`src/hw/rtl/vfv_pkg.sv`:
```
// ----------------------------------------------------------------------------
// vfv_pkg: shared types and constants of the vortex force pipeline
// Widths of the intermediate values up to the root search, register index
// codes and the structs that travel between the pipeline sections.
// ----------------------------------------------------------------------------
package vfv_pkg;

   // field widths
   localparam int CoordW  = 32;              // Q16.16 position, center, force
   localparam int AxisW   = 16;              // Q1.14 axis
   localparam int MagW    = 32;              // Q16.16 magnitude
   localparam int NumComp = 3;

   // cross product datapath
   localparam int DiffW  = CoordW + 1;       // center - position
   localparam int ProdW  = DiffW + AxisW;    // one term of the cross product
   localparam int CrossW = ProdW + 1;        // difference of two terms
   localparam int AbsW   = CrossW - 1;       // |c| stays below 2^49

   // squares, split in halves to keep each multiplier small
   localparam int LoW  = 25;
   localparam int HiW  = AbsW - LoW;
   localparam int HhW  = 2 * HiW;
   localparam int HlW  = HiW + LoW;
   localparam int LlW  = 2 * LoW;
   localparam int SqW  = 98;                 // sum of three squares < 2^98

   // unit vector root search
   localparam int UnitW  = 16;               // unit magnitude in [0, 32768]
   localparam int TgtSh  = 30;               // c^2 is compared at 2^30 scale
   localparam int RemW   = 131;              // q^2 * S stays below 2^131
   localparam int FracSh = 15;               // Q1.15 unit vector

   // register file
   localparam int CsrIdxW = 3;
   localparam logic signed [AxisW-1:0] AxisYReset    = 16'sd16384;
   localparam logic signed [MagW-1:0]  MagnitudeReset = 32'sd65536;

   typedef enum logic [CsrIdxW-1:0] {
      CSR_CENTER_X  = 3'd0,
      CSR_CENTER_Y  = 3'd1,
      CSR_CENTER_Z  = 3'd2,
      CSR_AXIS_X    = 3'd3,
      CSR_AXIS_Y    = 3'd4,
      CSR_AXIS_Z    = 3'd5,
      CSR_MAGNITUDE = 3'd6
   } csr_index_type;

   typedef struct packed {
      logic signed [CoordW-1:0] x;
      logic signed [CoordW-1:0] y;
      logic signed [CoordW-1:0] z;
   } vec_type;

   typedef struct packed {
      logic signed [AxisW-1:0] x;
      logic signed [AxisW-1:0] y;
      logic signed [AxisW-1:0] z;
   } axis_type;

   // cross product as sign and magnitude
   typedef struct packed {
      logic [NumComp-1:0][AbsW-1:0] abs_val;
      logic [NumComp-1:0]           neg;
      logic                         zero;
   } cross_type;

   // state of the bitwise root search
   typedef struct packed {
      logic [NumComp-1:0][RemW-1:0]  rem;    // c^2 * 2^30 - q^2 * S
      logic [NumComp-1:0][RemW-1:0]  prod;   // q * S
      logic [NumComp-1:0][UnitW-1:0] unit;   // q
      logic [SqW-1:0]                sumsq;  // S
      logic [NumComp-1:0]            neg;
      logic                          zero;
   } root_type;

   typedef struct packed {
      logic [NumComp-1:0][UnitW-1:0] unit;
      logic [NumComp-1:0]            neg;
      logic                          zero;
   } unit_type;

   typedef struct packed {
      logic signed [CoordW-1:0] x;
      logic signed [CoordW-1:0] y;
      logic signed [CoordW-1:0] z;
      logic                     on_axis;
   } force_type;

endpackage

```
`src/hw/rtl/vfv_scale.sv`:
```
// ----------------------------------------------------------------------------
// vfv_scale: magnitude scaling and output register
// Multiplies the magnitude by each unit component, truncates toward zero
// from Q1.15, applies the sign and saturates to the 32-bit force range.
// ----------------------------------------------------------------------------
module vfv_scale (
   input  logic                    clock,
   input  logic                    reset,
   input  logic                    in_valid,
   output logic                    in_ready,
   input  vfv_pkg::unit_type       in_data,
   input  logic signed [vfv_pkg::MagW-1:0] magnitude,
   output logic                    out_valid,
   input  logic                    out_ready,
   output vfv_pkg::force_type      out_data
);
   import vfv_pkg::*;

   localparam int Stages = 2;
   localparam int PrdW   = MagW + UnitW;
   localparam int FabsW  = PrdW - FracSh;

   logic [Stages-1:0] valid_ff, valid_in, stage_rdy;

   logic [MagW-1:0]    mag_abs;
   logic [PrdW-1:0]    mprod_in [NumComp];
   logic [PrdW-1:0]    mprod_ff [NumComp];
   logic [NumComp-1:0] sign_in, sign_ff;
   logic               zero_ff;
   logic [FabsW-1:0]   fabs [NumComp];
   logic [FabsW-1:0]   fneg [NumComp];
   logic [MagW-1:0]    fval [NumComp];
   force_type          out_in, out_ff;

   // stage handshake
   always_comb begin
      stage_rdy[Stages-1] = !valid_ff[Stages-1] || out_ready;
      for (int k = Stages - 2; k >= 0; k--) begin
         stage_rdy[k] = !valid_ff[k] || stage_rdy[k+1];
      end
      valid_in = valid_ff;
      if (stage_rdy[0]) valid_in[0] = in_valid;
      for (int k = 1; k < Stages; k++) begin
         if (stage_rdy[k]) valid_in[k] = valid_ff[k-1];
      end
   end

   always_ff @(posedge clock) begin
      if (reset) begin
         valid_ff <= '0;
      end else begin
         valid_ff <= valid_in;
      end
   end

   // unsigned product |magnitude| * q, sign kept aside
   always_comb begin
      mag_abs = magnitude[MagW-1] ? (MagW'(0) - magnitude) : magnitude;
      for (int i = 0; i < NumComp; i++) begin
         mprod_in[i] = PrdW'(mag_abs) * PrdW'(in_data.unit[i]);
         sign_in[i]  = magnitude[MagW-1] ^ in_data.neg[i];
      end
   end

   // truncate toward zero, sign, saturate (only +2^31 can overflow)
   always_comb begin
      for (int i = 0; i < NumComp; i++) begin
         fabs[i] = mprod_ff[i][PrdW-1:FracSh];
         fneg[i] = ~fabs[i] + FabsW'(1);
         if (sign_ff[i]) begin
            fval[i] = fneg[i][MagW-1:0];
         end else if (fabs[i][FabsW-1:MagW-1] != '0) begin
            fval[i] = {1'b0, {(MagW-1){1'b1}}};
         end else begin
            fval[i] = fabs[i][MagW-1:0];
         end
         if (zero_ff) fval[i] = '0;
      end
      out_in.x       = fval[0];
      out_in.y       = fval[1];
      out_in.z       = fval[2];
      out_in.on_axis = zero_ff;
   end

   always_ff @(posedge clock) begin
      if (stage_rdy[0]) begin
         mprod_ff <= mprod_in;
         sign_ff  <= sign_in;
         zero_ff  <= in_data.zero;
      end
      if (stage_rdy[1]) out_ff <= out_in;
   end

   assign in_ready  = stage_rdy[0];
   assign out_valid = valid_ff[Stages-1];
   assign out_data  = out_ff;

endmodule

```
`config.mk`:
```
export PLATFORM = sky130hd
export DESIGN_NAME = vfv_scale
export DESIGN_NICKNAME = d
export VERILOG_FILES = /design/src/hw/rtl/vfv_pkg.sv /design/src/hw/rtl/vfv_scale.sv
export SDC_FILE = /design/constraint.sdc
export NUM_CORES = 2
export LEC_CHECK = 0
export ABC_AREA = 1
export BUFFER_PORTS_ARGS = -buffer_cell sky130_fd_sc_hd__buf_4
export CORE_ASPECT_RATIO = 0.75
export CORE_MARGIN = 1
export CORE_UTILIZATION = 55
export DETAILED_ROUTE_END_ITERATION = 6
export GPL_TIMING_DRIVEN = 0
export PLACE_DENSITY = 0.72
export SETUP_SLACK_MARGIN = 0.5
export SYNTH_ARGS = -nofsm -noshare
export SYNTH_HDL_FRONTEND = slang
export SYNTH_SLANG_ARGS = --single-unit
```
`constraint.sdc`:
```
create_clock -name clock -period 15.1 [get_ports clock]
set_input_delay 4.53 -clock clock [delete_from_list [all_inputs] [get_ports clock]]
set_output_delay 4.53 -clock clock [all_outputs]
set_load 0.01 [all_outputs]
```
## After elaboration in Yosys (flattened, before gate mapping)

Cells that the tools add are included.

- Add/subtract/negate cells: 4
- $mul: 3
- Mux-type cells: 7
- Bitwise gates (word level): 6
- Reduce and logical (&&, ||, !) cells: 7

Operators by type and width:

| kind | count |
|---|---|
| $mux W32 | 7 |
| $mul A32 B16 Y48 | 3 |
| $add A32 B1 Y32 const B | 3 |
| $not A32 Y32 | 3 |
| $sub A1 B32 Y32 const A | 1 |
| $reduce_bool A2 Y1 | 3 |
| $xor A1 B1 Y1 | 3 |
| $logic_not A1 Y1 | 2 |
| $logic_or A1 B1 Y1 | 2 |

- Bits in registers: 247
- Input bits: 88
- Output and inout port bits: 99
- Logic and storage cells: 38

## Longest topological paths before layout

- Depth after elaboration: 3
- Mapped depth: 38
- Depth with buffers taken out: 36

## Worst setup path before layout

OpenSTA, ideal clock, no wires.

- Kind: input-to-output
- From: input port out_ready
- To: output port in_ready
- Arrival: 7.000 ns
- Required time: 10.570 ns
- Path slack: 3.570 ns
- Stages: 2
- Path buffers: 0
- Cell sequence: inv_1 -> nand3_1

- Word-level cells in the longest chain between the ends: 2

Ends and longest elaborated chain:

| element | line | text |
|---|---|---|
| start: declaration | vfv_scale.sv:14 | `input logic out_ready,` |
| $logic_or A1 B1 Y1 | vfv_scale.sv:37 | `stage_rdy[Stages-1] = !valid_ff[Stages-1] \|\| out_ready;` |
| $logic_or A1 B1 Y1 | vfv_scale.sv:39 | `stage_rdy[k] = !valid_ff[k] \|\| stage_rdy[k+1];` |
| end: declaration | vfv_scale.sv:10 | `output logic in_ready,` |

No other way between the ends.

==> impl_results.rst <==
.. list-table::
   :header-rows: 1

   * - Metric
     - Value
   * - Number of nets in the synthesized netlist
     - 9181
   * - Sequential element share of the synthesized area
     - 0.1014
   * - Number of vias per cell after detailed routing
     - 5.808
   * - Die footprint
     - 109800 sq um
   * - Number of fill cells in the layout
     - 10000
   * - Setup Buffers After CTS
     - 0
   * - Routability Congestion
     - 1.078
   * - Netlist cell types
     - 56
   * - Number of maximum-capacitance violations
     - 6
   * - Latest clock arrival within the worst-skew pair
     - 0.57 ns
   * - Initial cell density of the core
     - 0.5555
   * - Worst setup skew after layout
     - 0.03128 ns
   * - Pre-CTS worst setup slack
     - 2.106 ns
   * - Number of synthesized flops with an enable pin
     - 200
   * - Setup repair after global routing missed its margin
     - no
   * - Share of layout cells above drive strength 1
     - 0.05018
   * - Starting DRT DRC Count
     - 6292
   * - Area growth syn-to-layout
     - 6.034%
   * - Post-route ant nets
     - 0
   * - Violated checks
     - capacitance limit, slew limit
   * - Overall track demand over capacity in global routing
     - 0.4425
   * - Met2 global-route usage
     - 0.5968
   * - Busiest grt layer
     - met1
   * - H-tree depth
     - 1
   * - Total number of vias
     - 52920
   * - Cell taking the most area after synthesis
     - sky130_fd_sc_hd__fa_1
   * - Routed wire per std cell
     - 26.06 microns
   * - Actual slew at the worst max-slew pin
     - 1.596 ns
   * - Port-buffer cells
     - 148
   * - Worst Slack Setup Final
     - 2.142 ns
   * - Pin count of the biggest net entering global routing
     - 62
   * - Global-route congestion overflow total
     - 0
   * - Mean cell area of the mapped netlist
     - 7.965 sq um
   * - DP Wirelength
     - 199300 microns
   * - Highest clock frequency the design can meet
     - 77.17 MHz
   * - Yosys top cell area share
     - 0.4199
   * - Post-route clock period utilization
     - 0.8581
   * - Most used flip-flop cell after synthesis
     - sky130_fd_sc_hd__edfxtp_1
   * - Worst slew margin relative to its limit
     - -0.06379
   * - Min-Delay Path Class
     - flip-flop to flip-flop
   * - Min cycle time layout
     - 12.96 ns
   * - Clock slew seen by the registers of the worst setup and hold paths
     - 0.06 ns
   * - Most numerous cell on the critical path
     - sky130_fd_sc_hd__inv_1
   * - Cell Rows
     - 104
   * - Post-CTS resize count
     - 0
   * - Number of hold buffers added after cts
     - 0
   * - Warnings from Yosys
     - 0
   * - Global-route wire length before repair
     - 350500 microns
   * - Cell Area, Synth
     - 59640 sq um
   * - TritonCTS clock tree
     - built
   * - Outcome
     - finished with violations
   * - Die extent in y
     - 287.2 microns
   * - Proportion of synthesized flip-flops having asynchronous set or reset
     - 0
   * - DIE WIDTH
     - 382.2 microns
   * - Clock buffers created by TritonCTS
     - 19
   * - Initial antenna violation count
     - 11
   * - Cell at the root of the clock tree
     - sky130_fd_sc_hd__clkbuf_16
   * - Final max-slew violation count
     - 58
   * - Nets
     - 9354
   * - Final hold slack
     - 0.4613 ns
   * - Top cells by area, synth
     - sky130_fd_sc_hd__fa_1 (42%), sky130_fd_sc_hd__inv_1 (11%), sky130_fd_sc_hd__edfxtp_1 (10%)
   * - Register-to-Register Setup Slack
     - 11.17 ns
   * - Crit start category
     - input pin
   * - Routing usage on met1
     - 0.5981
   * - Endpoint required time on the critical path
     - 15.36 ns
   * - Buffer depth of the longest clock path
     - 3
   * - Met3 Usage GRT
     - 0.2043
   * - Data arrival, critical path
     - 13.22 ns
   * - Vias in the first global route
     - 53360
   * - Total number of clock tree sinks
     - 202
   * - Slowest-stage cell, CP
     - sky130_fd_sc_hd__inv_1
   * - Top fanout value on the critical path
     - 10
   * - Post-Synthesis Cells
     - 7487
   * - Post-synthesis register bit count
     - 202
   * - Critical path endpoint category
     - flip-flop
   * - Total detailed-routing wirelength
     - 237500 microns
   * - Start-to-end type of the worst setup path
     - input pin to flip-flop
   * - I/O pin cnt
     - 187
   * - Number of detailed-routing iterations run before antenna repair
     - 6
   * - Drt drc
     - 0
   * - Hold Violations, Final
     - 0
   * - Largest stage delay, worst path
     - 0.74 ns
   * - Number of placed instances with taps included
     - 9069
   * - Placeable Area
     - 107400 sq um
   * - Final Instance Count excl. Fillers
     - 9112
   * - Final TNS setup
     - 0 ns
   * - Number of endpoints failing setup at the final stage
     - 0
[placed cells by master (no fill, tap or decap), drive strengths merged, types with 75 or more instances in the layout]
master,count
inv,1788
ha,355
nor3,75
nor2,959
fa,1251
clkbuf,227
nand3,246
a21oi,241
edfxtp,200
nand2,1484
o21ai,201
buf,272
a31oi,78
[final timing paths]
| path | startpoint | end | cells after the start |
|---|---|---|---|
| worst max-delay path | magnitude[1] | fabs[87] | 33 |
| worst min-delay path | zero_ff | out_data[0] | 0 |
| worst max register to register | zero_ff | out_data[53] | 6 |
| worst min register to register | zero_ff | out_data[0] | 0 |
[metrics by stage]
step,cell area [sq um],utilization
floorplan,59640,-
global placement,62540,0.5825
detailed placement,62630,0.5834
CTS,63190,0.5886
global route,63210,0.5888
finish,63230,0.5890
[cells in the mapped netlist, types with 3 or more instances]
cell	count
sky130_fd_sc_hd__o21bai_1	27
sky130_fd_sc_hd__nor2_1	941
sky130_fd_sc_hd__a211oi_1	11
sky130_fd_sc_hd__inv_2	10
sky130_fd_sc_hd__clkbuf_2	7
sky130_fd_sc_hd__clkbuf_1	193
sky130_fd_sc_hd__a21boi_0	11
sky130_fd_sc_hd__buf_2	81
sky130_fd_sc_hd__nand3b_1	6
sky130_fd_sc_hd__a21o_1	26
sky130_fd_sc_hd__o31ai_1	5
sky130_fd_sc_hd__fa_1	1251
sky130_fd_sc_hd__o21ai_2	4
sky130_fd_sc_hd__nand2_1	1465
sky130_fd_sc_hd__nand2_2	17
sky130_fd_sc_hd__o21ai_1	4
sky130_fd_sc_hd__a31oi_1	78
sky130_fd_sc_hd__buf_4	14
sky130_fd_sc_hd__nor2_2	5
sky130_fd_sc_hd__o311ai_0	3
sky130_fd_sc_hd__buf_1	11
sky130_fd_sc_hd__nand3_1	241
sky130_fd_sc_hd__nor3_1	69
sky130_fd_sc_hd__o211ai_1	6
sky130_fd_sc_hd__xnor2_1	19
sky130_fd_sc_hd__nor3_2	4
sky130_fd_sc_hd__nand4_1	36
sky130_fd_sc_hd__nor2_4	13
sky130_fd_sc_hd__inv_1	1775
sky130_fd_sc_hd__a21oi_1	241
sky130_fd_sc_hd__edfxtp_1	200
sky130_fd_sc_hd__or2_2	17
sky130_fd_sc_hd__o21a_1	22
sky130_fd_sc_hd__ha_1	355
sky130_fd_sc_hd__o21ai_0	193
sky130_fd_sc_hd__buf_6	13
sky130_fd_sc_hd__xor2_1	69
sky130_fd_sc_hd__nand3_2	4
sky130_fd_sc_hd__nor4_1	14
sky130_fd_sc_hd__clkinv_1	7
[registers in the layout (all words and copies together) (netlist names)]
register and cells:
fabs 99, out_data 97, sign_ff 3, valid_ff 2, zero_ff 1
[logic make-up (layout without fill, tap and decap cells)]
kind of cell | Yosys count | after routing | share of synthesized area
fa+ha+maj | 1606 | 1606 | 0.4944
buf+inv | 2114 | 2299 | 0.1377
other cells | 0 | 9 | 0
flops | 202 | 202 | 0.1014
simple gates | 2843 | 2843 | 0.1936
xor+xnor | 88 | 88 | 0.01292
compound gates | 634 | 634 | 0.06000
[critical path, delay by kind of cell]
kind | cells | cell delay, ns
XOR/XNOR | 1 | 0.50
buffers and inverters | 12 | 2.31
AND/OR/NAND/NOR | 12 | 2.11
adder cells (fa/ha/maj) | 8 | 3.74
[area by class of cell]
| class | instances | area (sq um) | share of cell area |
|---|---|---|---|
| Sequential cell | 202 | 6046 | 0.09561 |
| Clock inverter | 6 | 38.79 | 0.0006134 |
| Inverter | 1794 | 6738 | 0.1066 |
| Multi-Input combinational cell | 5171 | 45400 | 0.7180 |
| Timing Repair Buffer | 152 | 1196 | 0.01892 |
| Buffer | 320 | 1478 | 0.02337 |
| Tap cell | 1431 | 1790 | 0.02831 |
| Clock buffer | 27 | 525.5 | 0.008310 |
| Antenna cell | 9 | 22.52 | 0.0003562 |
[metal layers]
| metal | share of wire | vias to the layer above |
|---|---|---|
| li1 | - | 22570 |
| met1 | 0.38 | 25810 |
| met2 | 0.39 | 3945 |
| met3 | 0.17 | 579 |
| met4 | 0.059 | 14 |
| met5 | 0.00053 | - |
Power is not shown: default switching activity piles up to over one toggle a cycle in this logic, so the estimate is an artifact.
